<file path="config.mk">
export PLATFORM = sky130hd
export DESIGN_NAME = row_run_extractor
export DESIGN_NICKNAME = d
export VERILOG_FILES = /design/src/hdl/rre_pkg.sv /design/src/hdl/row_run_extractor.sv /design/src/hdl/rre_scan.sv
export SDC_FILE = /design/constraint.sdc
export NUM_CORES = 1
export LEC_CHECK = 0
export ABC_AREA = 1
export BUFFER_PORTS_ARGS = -buffer_cell sky130_fd_sc_hd__buf_2
export CORE_ASPECT_RATIO = 1.5
export CORE_MARGIN = 2
export CORE_UTILIZATION = 45
export DETAILED_ROUTE_END_ITERATION = 10
export PLACE_DENSITY = 0.75
export SYNTH_ARGS = -nofsm -noshare
export SYNTH_HDL_FRONTEND = slang
export SYNTH_SLANG_ARGS = --single-unit
</file>
<file path="constraint.sdc">
create_clock -name i_clk -period 2.7 [get_ports i_clk]
set_clock_uncertainty 0.05 [all_clocks]
set_input_delay 0.54 -clock i_clk [delete_from_list [all_inputs] [get_ports i_clk]]
set_output_delay 0.54 -clock i_clk [all_outputs]
set_load 0.01 [all_outputs]
</file>
<file path="src/hdl/rre_pkg.sv">
// ----------------------------------------------------------------------------
// rre_pkg
// Shared types and constants of the row run extractor: result item layout,
// result kinds, field widths and default limits.
// ----------------------------------------------------------------------------
package rre_pkg;

    localparam int MAX_WIDTH_DEF = 512;
    localparam int MAX_RUNS_DEF  = 16;

    localparam int PIXEL_W      = 8;
    localparam int RUN_START_W  = 9;
    localparam int RUN_END_W    = 10;
    localparam int RUN_COUNT_W  = 5;
    localparam int SPAN_W       = 10;

    // result queue
    localparam int QUEUE_DEPTH = 4;
    localparam int QUEUE_IW    = $clog2(QUEUE_DEPTH);
    localparam int QUEUE_CW    = $clog2(QUEUE_DEPTH + 1);

    typedef enum logic {
        KIND_RUN     = 1'b0,
        KIND_SUMMARY = 1'b1
    } t_kind;

    typedef struct packed {
        t_kind                    kind;
        logic [RUN_START_W-1:0]   run_start;
        logic [RUN_END_W-1:0]     run_end;
        logic [RUN_COUNT_W-1:0]   run_count;
        logic                     overflow;
        logic [SPAN_W-1:0]        span_start;
        logic [SPAN_W-1:0]        span_end;
        logic                     last;
    } t_result;

    // results produced by one pixel, first is always taken before second
    typedef struct packed {
        logic [1:0] count;
        t_result    first;
        t_result    second;
    } t_scan_out;

endpackage

</file>
<file path="src/hdl/row_run_extractor.sv">
// ----------------------------------------------------------------------------
// row_run_extractor
// Row run extraction: reports up to MAX_RUNS runs of non-empty pixels of a
// row, each as a half-open interval, and a summary item at the end of the row.
// ----------------------------------------------------------------------------
// Takes one pixel item per clock while o_stall is low. Each pixel sits in the
// input register while the run logic works out its results, which go into a
// four-entry result queue; the head of that queue drives the output ports.
// A pixel gives zero, one or two result items (a run closed on the row's last
// pixel gives the run, then the summary), and the output side moves one item
// per cycle while i_stall is low, so rows that close runs on their last pixel
// can fill the queue and stall the input. Write empty_value only while idle.
module row_run_extractor #(
    parameter int MAX_WIDTH = rre_pkg::MAX_WIDTH_DEF,
    parameter int MAX_RUNS  = rre_pkg::MAX_RUNS_DEF
) (
    input  logic                             i_clk,
    input  logic                             i_rst_n,
    input  logic                             i_cfg_we,
    input  logic [rre_pkg::PIXEL_W-1:0]      i_cfg_data,
    input  logic                             i_valid,
    output logic                             o_stall,
    input  logic [rre_pkg::PIXEL_W-1:0]      i_pixel,
    input  logic                             i_row_end,
    output logic                             o_valid,
    input  logic                             i_stall,
    output logic                             o_kind,
    output logic [rre_pkg::RUN_START_W-1:0]  o_run_start,
    output logic [rre_pkg::RUN_END_W-1:0]    o_run_end,
    output logic [rre_pkg::RUN_COUNT_W-1:0]  o_run_count,
    output logic                             o_overflow,
    output logic [rre_pkg::SPAN_W-1:0]       o_span_start,
    output logic [rre_pkg::SPAN_W-1:0]       o_span_end,
    output logic                             o_last
);

    localparam int QD  = rre_pkg::QUEUE_DEPTH;
    localparam int QIW = rre_pkg::QUEUE_IW;
    localparam int QCW = rre_pkg::QUEUE_CW;

    logic [rre_pkg::PIXEL_W-1:0] r_empty_value;
    logic                        r_in_valid;
    logic [rre_pkg::PIXEL_W-1:0] r_pixel;
    logic                        r_row_end;

    rre_pkg::t_result  r_q [QD];
    rre_pkg::t_result  n_q [QD];
    logic [QCW-1:0]    r_cnt, n_cnt;

    rre_pkg::t_scan_out scan;
    logic               adv;
    logic               pop;
    logic               in_acc;

    rre_scan #(
        .MAX_WIDTH (MAX_WIDTH),
        .MAX_RUNS  (MAX_RUNS)
    ) u_scan (
        .i_clk         (i_clk),
        .i_rst_n       (i_rst_n),
        .i_adv         (adv),
        .i_pixel       (r_pixel),
        .i_row_end     (r_row_end),
        .i_empty_value (r_empty_value),
        .o_scan        (scan)
    );

    // room for two results whatever the output side does
    assign adv     = r_in_valid && (r_cnt <= QCW'(QD - 2));
    assign o_stall = r_in_valid && !adv;
    assign in_acc  = i_valid && !o_stall;
    assign o_valid = (r_cnt != '0);
    assign pop     = o_valid && !i_stall;

    always_comb begin
        logic [QCW-1:0] mid_cnt;
        logic [QIW-1:0] idx0;
        logic [QIW-1:0] idx1;

        n_q     = r_q;
        mid_cnt = r_cnt;
        if (pop) begin
            for (int i = 0; i < QD - 1; i++) begin
                n_q[i] = r_q[i + 1];
            end
            mid_cnt = r_cnt - QCW'(1);
        end
        idx0  = mid_cnt[QIW-1:0];
        idx1  = idx0 + QIW'(1);
        n_cnt = mid_cnt;
        if (adv) begin
            if (scan.count != 2'd0) begin
                n_q[idx0] = scan.first;
            end
            if (scan.count == 2'd2) begin
                n_q[idx1] = scan.second;
            end
            n_cnt = mid_cnt + QCW'(scan.count);
        end
    end

    always_ff @(posedge i_clk) begin
        if (!i_rst_n) begin
            r_empty_value <= '0;
            r_in_valid    <= 1'b0;
            r_cnt         <= '0;
        end else begin
            if (i_cfg_we) begin
                r_empty_value <= i_cfg_data;
            end
            if (in_acc) begin
                r_in_valid <= 1'b1;
            end else if (adv) begin
                r_in_valid <= 1'b0;
            end
            r_cnt <= n_cnt;
        end
    end

    always_ff @(posedge i_clk) begin
        if (in_acc) begin
            r_pixel   <= i_pixel;
            r_row_end <= i_row_end;
        end
        r_q <= n_q;
    end

    assign o_kind       = r_q[0].kind;
    assign o_run_start  = r_q[0].run_start;
    assign o_run_end    = r_q[0].run_end;
    assign o_run_count  = r_q[0].run_count;
    assign o_overflow   = r_q[0].overflow;
    assign o_span_start = r_q[0].span_start;
    assign o_span_end   = r_q[0].span_end;
    assign o_last       = r_q[0].last;

    // queue never overfills
    a_queue_bound: assert property (@(posedge i_clk) disable iff (!i_rst_n)
        r_cnt <= QCW'(QD))
        else $error("result queue over depth");

    // a summary item always closes its pixel's results
    a_summary_last: assert property (@(posedge i_clk) disable iff (!i_rst_n)
        o_valid && (o_kind == rre_pkg::KIND_SUMMARY) |-> o_last)
        else $error("summary item without last");

    // a run item is never empty (checked while MAX_WIDTH is at most 512)
    a_run_nonempty: assert property (@(posedge i_clk) disable iff (!i_rst_n)
        o_valid && (o_kind == rre_pkg::KIND_RUN) && (MAX_WIDTH <= 512)
        |-> ({1'b0, o_run_start} < o_run_end))
        else $error("run item with empty interval");

endmodule

</file>
<file path="src/hdl/rre_scan.sv">
// ----------------------------------------------------------------------------
// rre_scan
// Per-pixel row state and run detection. Computes the results of one pixel
// and updates the row state when the pixel is processed.
// ----------------------------------------------------------------------------
module rre_scan #(
    parameter int MAX_WIDTH = rre_pkg::MAX_WIDTH_DEF,
    parameter int MAX_RUNS  = rre_pkg::MAX_RUNS_DEF
) (
    input  logic                         i_clk,
    input  logic                         i_rst_n,
    input  logic                         i_adv,
    input  logic [rre_pkg::PIXEL_W-1:0]  i_pixel,
    input  logic                         i_row_end,
    input  logic [rre_pkg::PIXEL_W-1:0]  i_empty_value,
    output rre_pkg::t_scan_out           o_scan
);

    localparam int XW = $clog2(MAX_WIDTH + 1);
    localparam int CW = $clog2(MAX_RUNS + 1);

    logic [XW-1:0] r_x_pos, n_x_pos;
    logic          r_in_run, n_in_run;
    logic [XW-1:0] r_cur_start, n_cur_start;
    logic [CW-1:0] r_runs, n_runs;
    logic          r_ovf, n_ovf;
    logic [XW-1:0] r_span_low, n_span_low;
    logic [XW-1:0] r_span_high, n_span_high;
    logic          r_any, n_any;

    logic          in_range;
    logic          filled;
    logic          closing;
    logic          emit_run;
    logic [XW-1:0] x_plus1;
    logic [XW-1:0] run_end;

    rre_pkg::t_result run_res;
    rre_pkg::t_result sum_res;

    assign in_range = r_x_pos < XW'(MAX_WIDTH);
    assign filled   = in_range && (i_pixel != i_empty_value);
    assign x_plus1  = r_x_pos + XW'(1);

    always_comb begin
        n_x_pos     = r_x_pos;
        n_in_run    = r_in_run;
        n_cur_start = r_cur_start;
        n_runs      = r_runs;
        n_ovf       = r_ovf;
        n_span_low  = r_span_low;
        n_span_high = r_span_high;
        n_any       = r_any;

        if (filled) begin
            if (!r_any) begin
                n_span_low = r_x_pos;
                n_any      = 1'b1;
            end
            n_span_high = x_plus1;
            if (!r_in_run) begin
                if (r_runs >= CW'(MAX_RUNS)) begin
                    n_ovf = 1'b1;
                end
                n_in_run    = 1'b1;
                n_cur_start = r_x_pos;
            end
        end

        // a run closes on an empty pixel, or on the row's last pixel
        closing  = (!filled && r_in_run) || (i_row_end && filled);
        emit_run = closing && !n_ovf && (r_runs < CW'(MAX_RUNS));
        run_end  = filled ? x_plus1 : r_x_pos;
        if (closing) begin
            n_in_run = 1'b0;
        end
        if (emit_run) begin
            n_runs = r_runs + CW'(1);
        end
        if (in_range) begin
            n_x_pos = x_plus1;
        end

        run_res            = '0;
        run_res.kind       = rre_pkg::KIND_RUN;
        run_res.run_start  = rre_pkg::RUN_START_W'(n_cur_start);
        run_res.run_end    = rre_pkg::RUN_END_W'(run_end);
        run_res.last       = !i_row_end;

        sum_res            = '0;
        sum_res.kind       = rre_pkg::KIND_SUMMARY;
        sum_res.run_count  = rre_pkg::RUN_COUNT_W'(n_runs);
        sum_res.overflow   = n_ovf;
        sum_res.span_start = n_any ? rre_pkg::SPAN_W'(n_span_low)
                                   : rre_pkg::SPAN_W'(n_x_pos);
        sum_res.span_end   = n_any ? rre_pkg::SPAN_W'(n_span_high) : '0;
        sum_res.last       = 1'b1;

        o_scan.count  = {1'b0, emit_run} + {1'b0, i_row_end};
        o_scan.first  = emit_run ? run_res : sum_res;
        o_scan.second = sum_res;

        if (i_row_end) begin
            n_x_pos     = '0;
            n_in_run    = 1'b0;
            n_cur_start = '0;
            n_runs      = '0;
            n_ovf       = 1'b0;
            n_span_low  = '0;
            n_span_high = '0;
            n_any       = 1'b0;
        end
    end

    always_ff @(posedge i_clk) begin
        if (!i_rst_n) begin
            r_x_pos     <= '0;
            r_in_run    <= 1'b0;
            r_cur_start <= '0;
            r_runs      <= '0;
            r_ovf       <= 1'b0;
            r_span_low  <= '0;
            r_span_high <= '0;
            r_any       <= 1'b0;
        end else if (i_adv) begin
            r_x_pos     <= n_x_pos;
            r_in_run    <= n_in_run;
            r_cur_start <= n_cur_start;
            r_runs      <= n_runs;
            r_ovf       <= n_ovf;
            r_span_low  <= n_span_low;
            r_span_high <= n_span_high;
            r_any       <= n_any;
        end
    end

endmodule
</file>
==> results.yml <==
synthesis:
  yosysTopAreaCellShare_pct: 30.0
  synthTopCellsByArea: "dfxtp_1 (30%), nand2_1 (15%), edfxtp_1 (13%)"
  yosysSeqAreaShare_pct: 42.6
  synth_top_area_cell: "dfxtp_1"
  synth_cell_types: 50
  postSynthAreaPerCell_um2: 7.52
  synth_flop_cell: "dfxtp_1"
  synth_common_cells: "nand2_1 (527), dfxtp_1 (200), inv_1 (141), o21ai_0 (127), a21oi_1 (94)"
  synth_edf_count: 56
  synth_warnings: 0
  netlist_area_mm2: 0.0134
  postSynthCellCount: 1776
  synth_nets: 1809
  synth_seq_cells: 256
  synth.most_common_cell: "nand2_1"
  async_reset_ff_share_pct: 0
floorplanning:
  initial_utilization_pct: 45.5
  dieArea_mm2: 0.0311
  die_h_um: 215
  io-pin-count: 71
  num_rows: 77
  core_area_mm2: 0.0294
  die_w_um: 145
placement:
  place.gp.congestion: 0.921
  place_area_mm2: 0.0139
  dp_hpwl_um: 24300
  portBuffers: 70
  dp.cells: 2154
routing:
  num_vias: 11900
  viasPerCell: 5.38
  drc: 0
  wl_per_cell_um: 16.1
  first_pass_iters: 6
  ant_nets: 0
  drtIter0Drc: 900
  wirelength_um: 35400
global_routing:
  grt_pass1_vias: 11800
  gr-total-overflow: 0
  antenna_found_initial: 0
  grt_pass1_wl_um: 58400
  grtUsageTotal_pct: 23.0
  grt_max_degree: 107
timing:
  final.setup.tns_ns: 0
  slew_violations: 0
  period_minus_slack_ns: 2.58
  relSlewSlack_pct: 53.3
  holdWs_ns: 0.123
  fmax_mhz: 387
  setup_viol: 0
  finalCritPeriodShare_pct: 95.7
  hold_viol_final: 0
  tightest_slew_ns: 0.698
  grt_setup_unrepaired: "false"
clock_tree:
  clockBufferDepth: 3
  numCtsBuffers: 25
  root_buffer: "clkbuf_16"
  clock_sinks: 256
  cts_tree: "done"
  clock_latency_ns: 0.54
  htree_levels: 1
  clk_pin_slew_ns: 0.07
worst_setup_path:
  rrSetupSlack_ns: 0.27
  path_max_fanout: 4
  crit_path_end_kind: "output pin"
  arrival_ns: 1.99
  start_kind: "flip-flop"
  required_ns: 2.11
  worstSetupPathType: "reg2out"
layout:
  nFillCells: 2805
  final_nets: 1821
  stdcell_count: 2201
  area_growth_pct: 9.86
  diodes: 0
  fin_area_mm2: 0.0147
  multiInputGateArea_mm2: 0.00629
  drive_gt1_share_pct: 15.4
  seq_area_mm2: 0.00569
power_and_ir_drop:
  power_leakage_nw: 6.76
  ir_drop_uv: 523
  p_per_area_mw_per_mm2: 1110
outcome:
  status: "finished clean"
min_path:
  hp-class: "in2reg"
job:
  maxCapViolCount: 0
## where the power goes
| group | total [W] | switching [W] | internal [W] |
|---|---|---|---|
| combinational | 0.00690 | 0.00415 | 0.00275 |
| sequential | 0.00610 | 0.000649 | 0.00546 |
| clock | 0.00332 | 0.00149 | 0.00183 |
## layout by cell type (no fill, tap or decap), types with 46 or more instances in the layout
cell type  instances
o21ai_0          126
inv_1            140
mux2i_1           50
dfxtp_1          200
or2_2             46
nand3_1           60
buf_4             48
a21oi_1           94
buf_2             70
edfxtp_1          56
nor2_1            89
o22ai_1           62
nand2_1          526
## metal layers
metal  vias to the layer above  share of wire, %  global-route usage, %
met4                         0               5.0                   11.2
met5                         -                 0                      0
li1                       5785                 -                      -
met3                       111               5.7                   3.54
met1                      5552                40                   27.4
met2                       402                50                   39.8
## cells by family after synthesis
logic type | count (synthesis) | synth area share [%]
AO/OA/AOI/OAI | 374 | 16.4
XOR/XNOR | 13 | 1.05
adder cells (fa/ha/maj) | 11 | 1.09
buffers and inverters | 300 | 10.6
flip-flops | 256 | 42.6
multiplexers | 50 | 3.75
AND/OR/NAND/NOR | 772 | 24.6
## per-stage QoR
stage                     utilization, %  total power [W]  setup slack (ns)
final                               49.9           0.0163             0.117
after global routing                49.9           0.0175          0.000714
after CTS                           49.8           0.0163            0.0304
after detailed placement            47.2           0.0130            0.0418
after global placement              47.2           0.0127             0.101
after floorplan                        -           0.0115             0.145
## cell type report
class / count / share of cell area, %
clock buffers: 39 / 4.89
well taps: 395 / 3.37
repair inverters: 1 / 0.0512
clock inverters: 6 / 0.247
repair buffers: 124 / 5.66
flip-flops and latches: 256 / 38.7
inverters: 160 / 4.20
multi-input cells: 1220 / 42.8
## sequential cells by signal, summed over array words and instances (netlist names), 3 cells and up
register	count
o_run_count	5
o_run_end	10
o_run_start	9
o_span_end	10
o_span_start	10
r_cnt	3
r_empty_value	8
r_pixel	8
r_q	141
u_scan.r_cur_start	9
u_scan.r_runs	5
u_scan.r_span_high	10
u_scan.r_span_low	10
u_scan.r_x_pos	10
## critical path: stages (launching register included)
cell and delay [ns]:
dfxtp_1 0.45, inv_2 0.11, ha_1 0.21, o21ai_1 0.29, nand2_1 0.15, inv_1 0.10, buf_2 0.13
## path summary, 6_finish.rpt
path                                      startpoint              endpoint  depth (start not counted)
worst max-delay path                        r_cnt[0]               o_stall                          6
worst min register to register  u_scan.r_span_low[9]  u_scan.r_span_low[9]                          2
worst max register to register            r_pixel[3]       o_span_start[9]                         14
worst min-delay path                      i_pixel[7]            r_pixel[7]                          1
## timing repair
action                                 CTS  global route
resized for setup                        0            15
setup buffers                            0             1
hold buffers                             0             0
endpoints found under the hold margin    0             0
setup endpoints to repair                0           159
No activity file was read; power rests on OpenSTA's default activity.
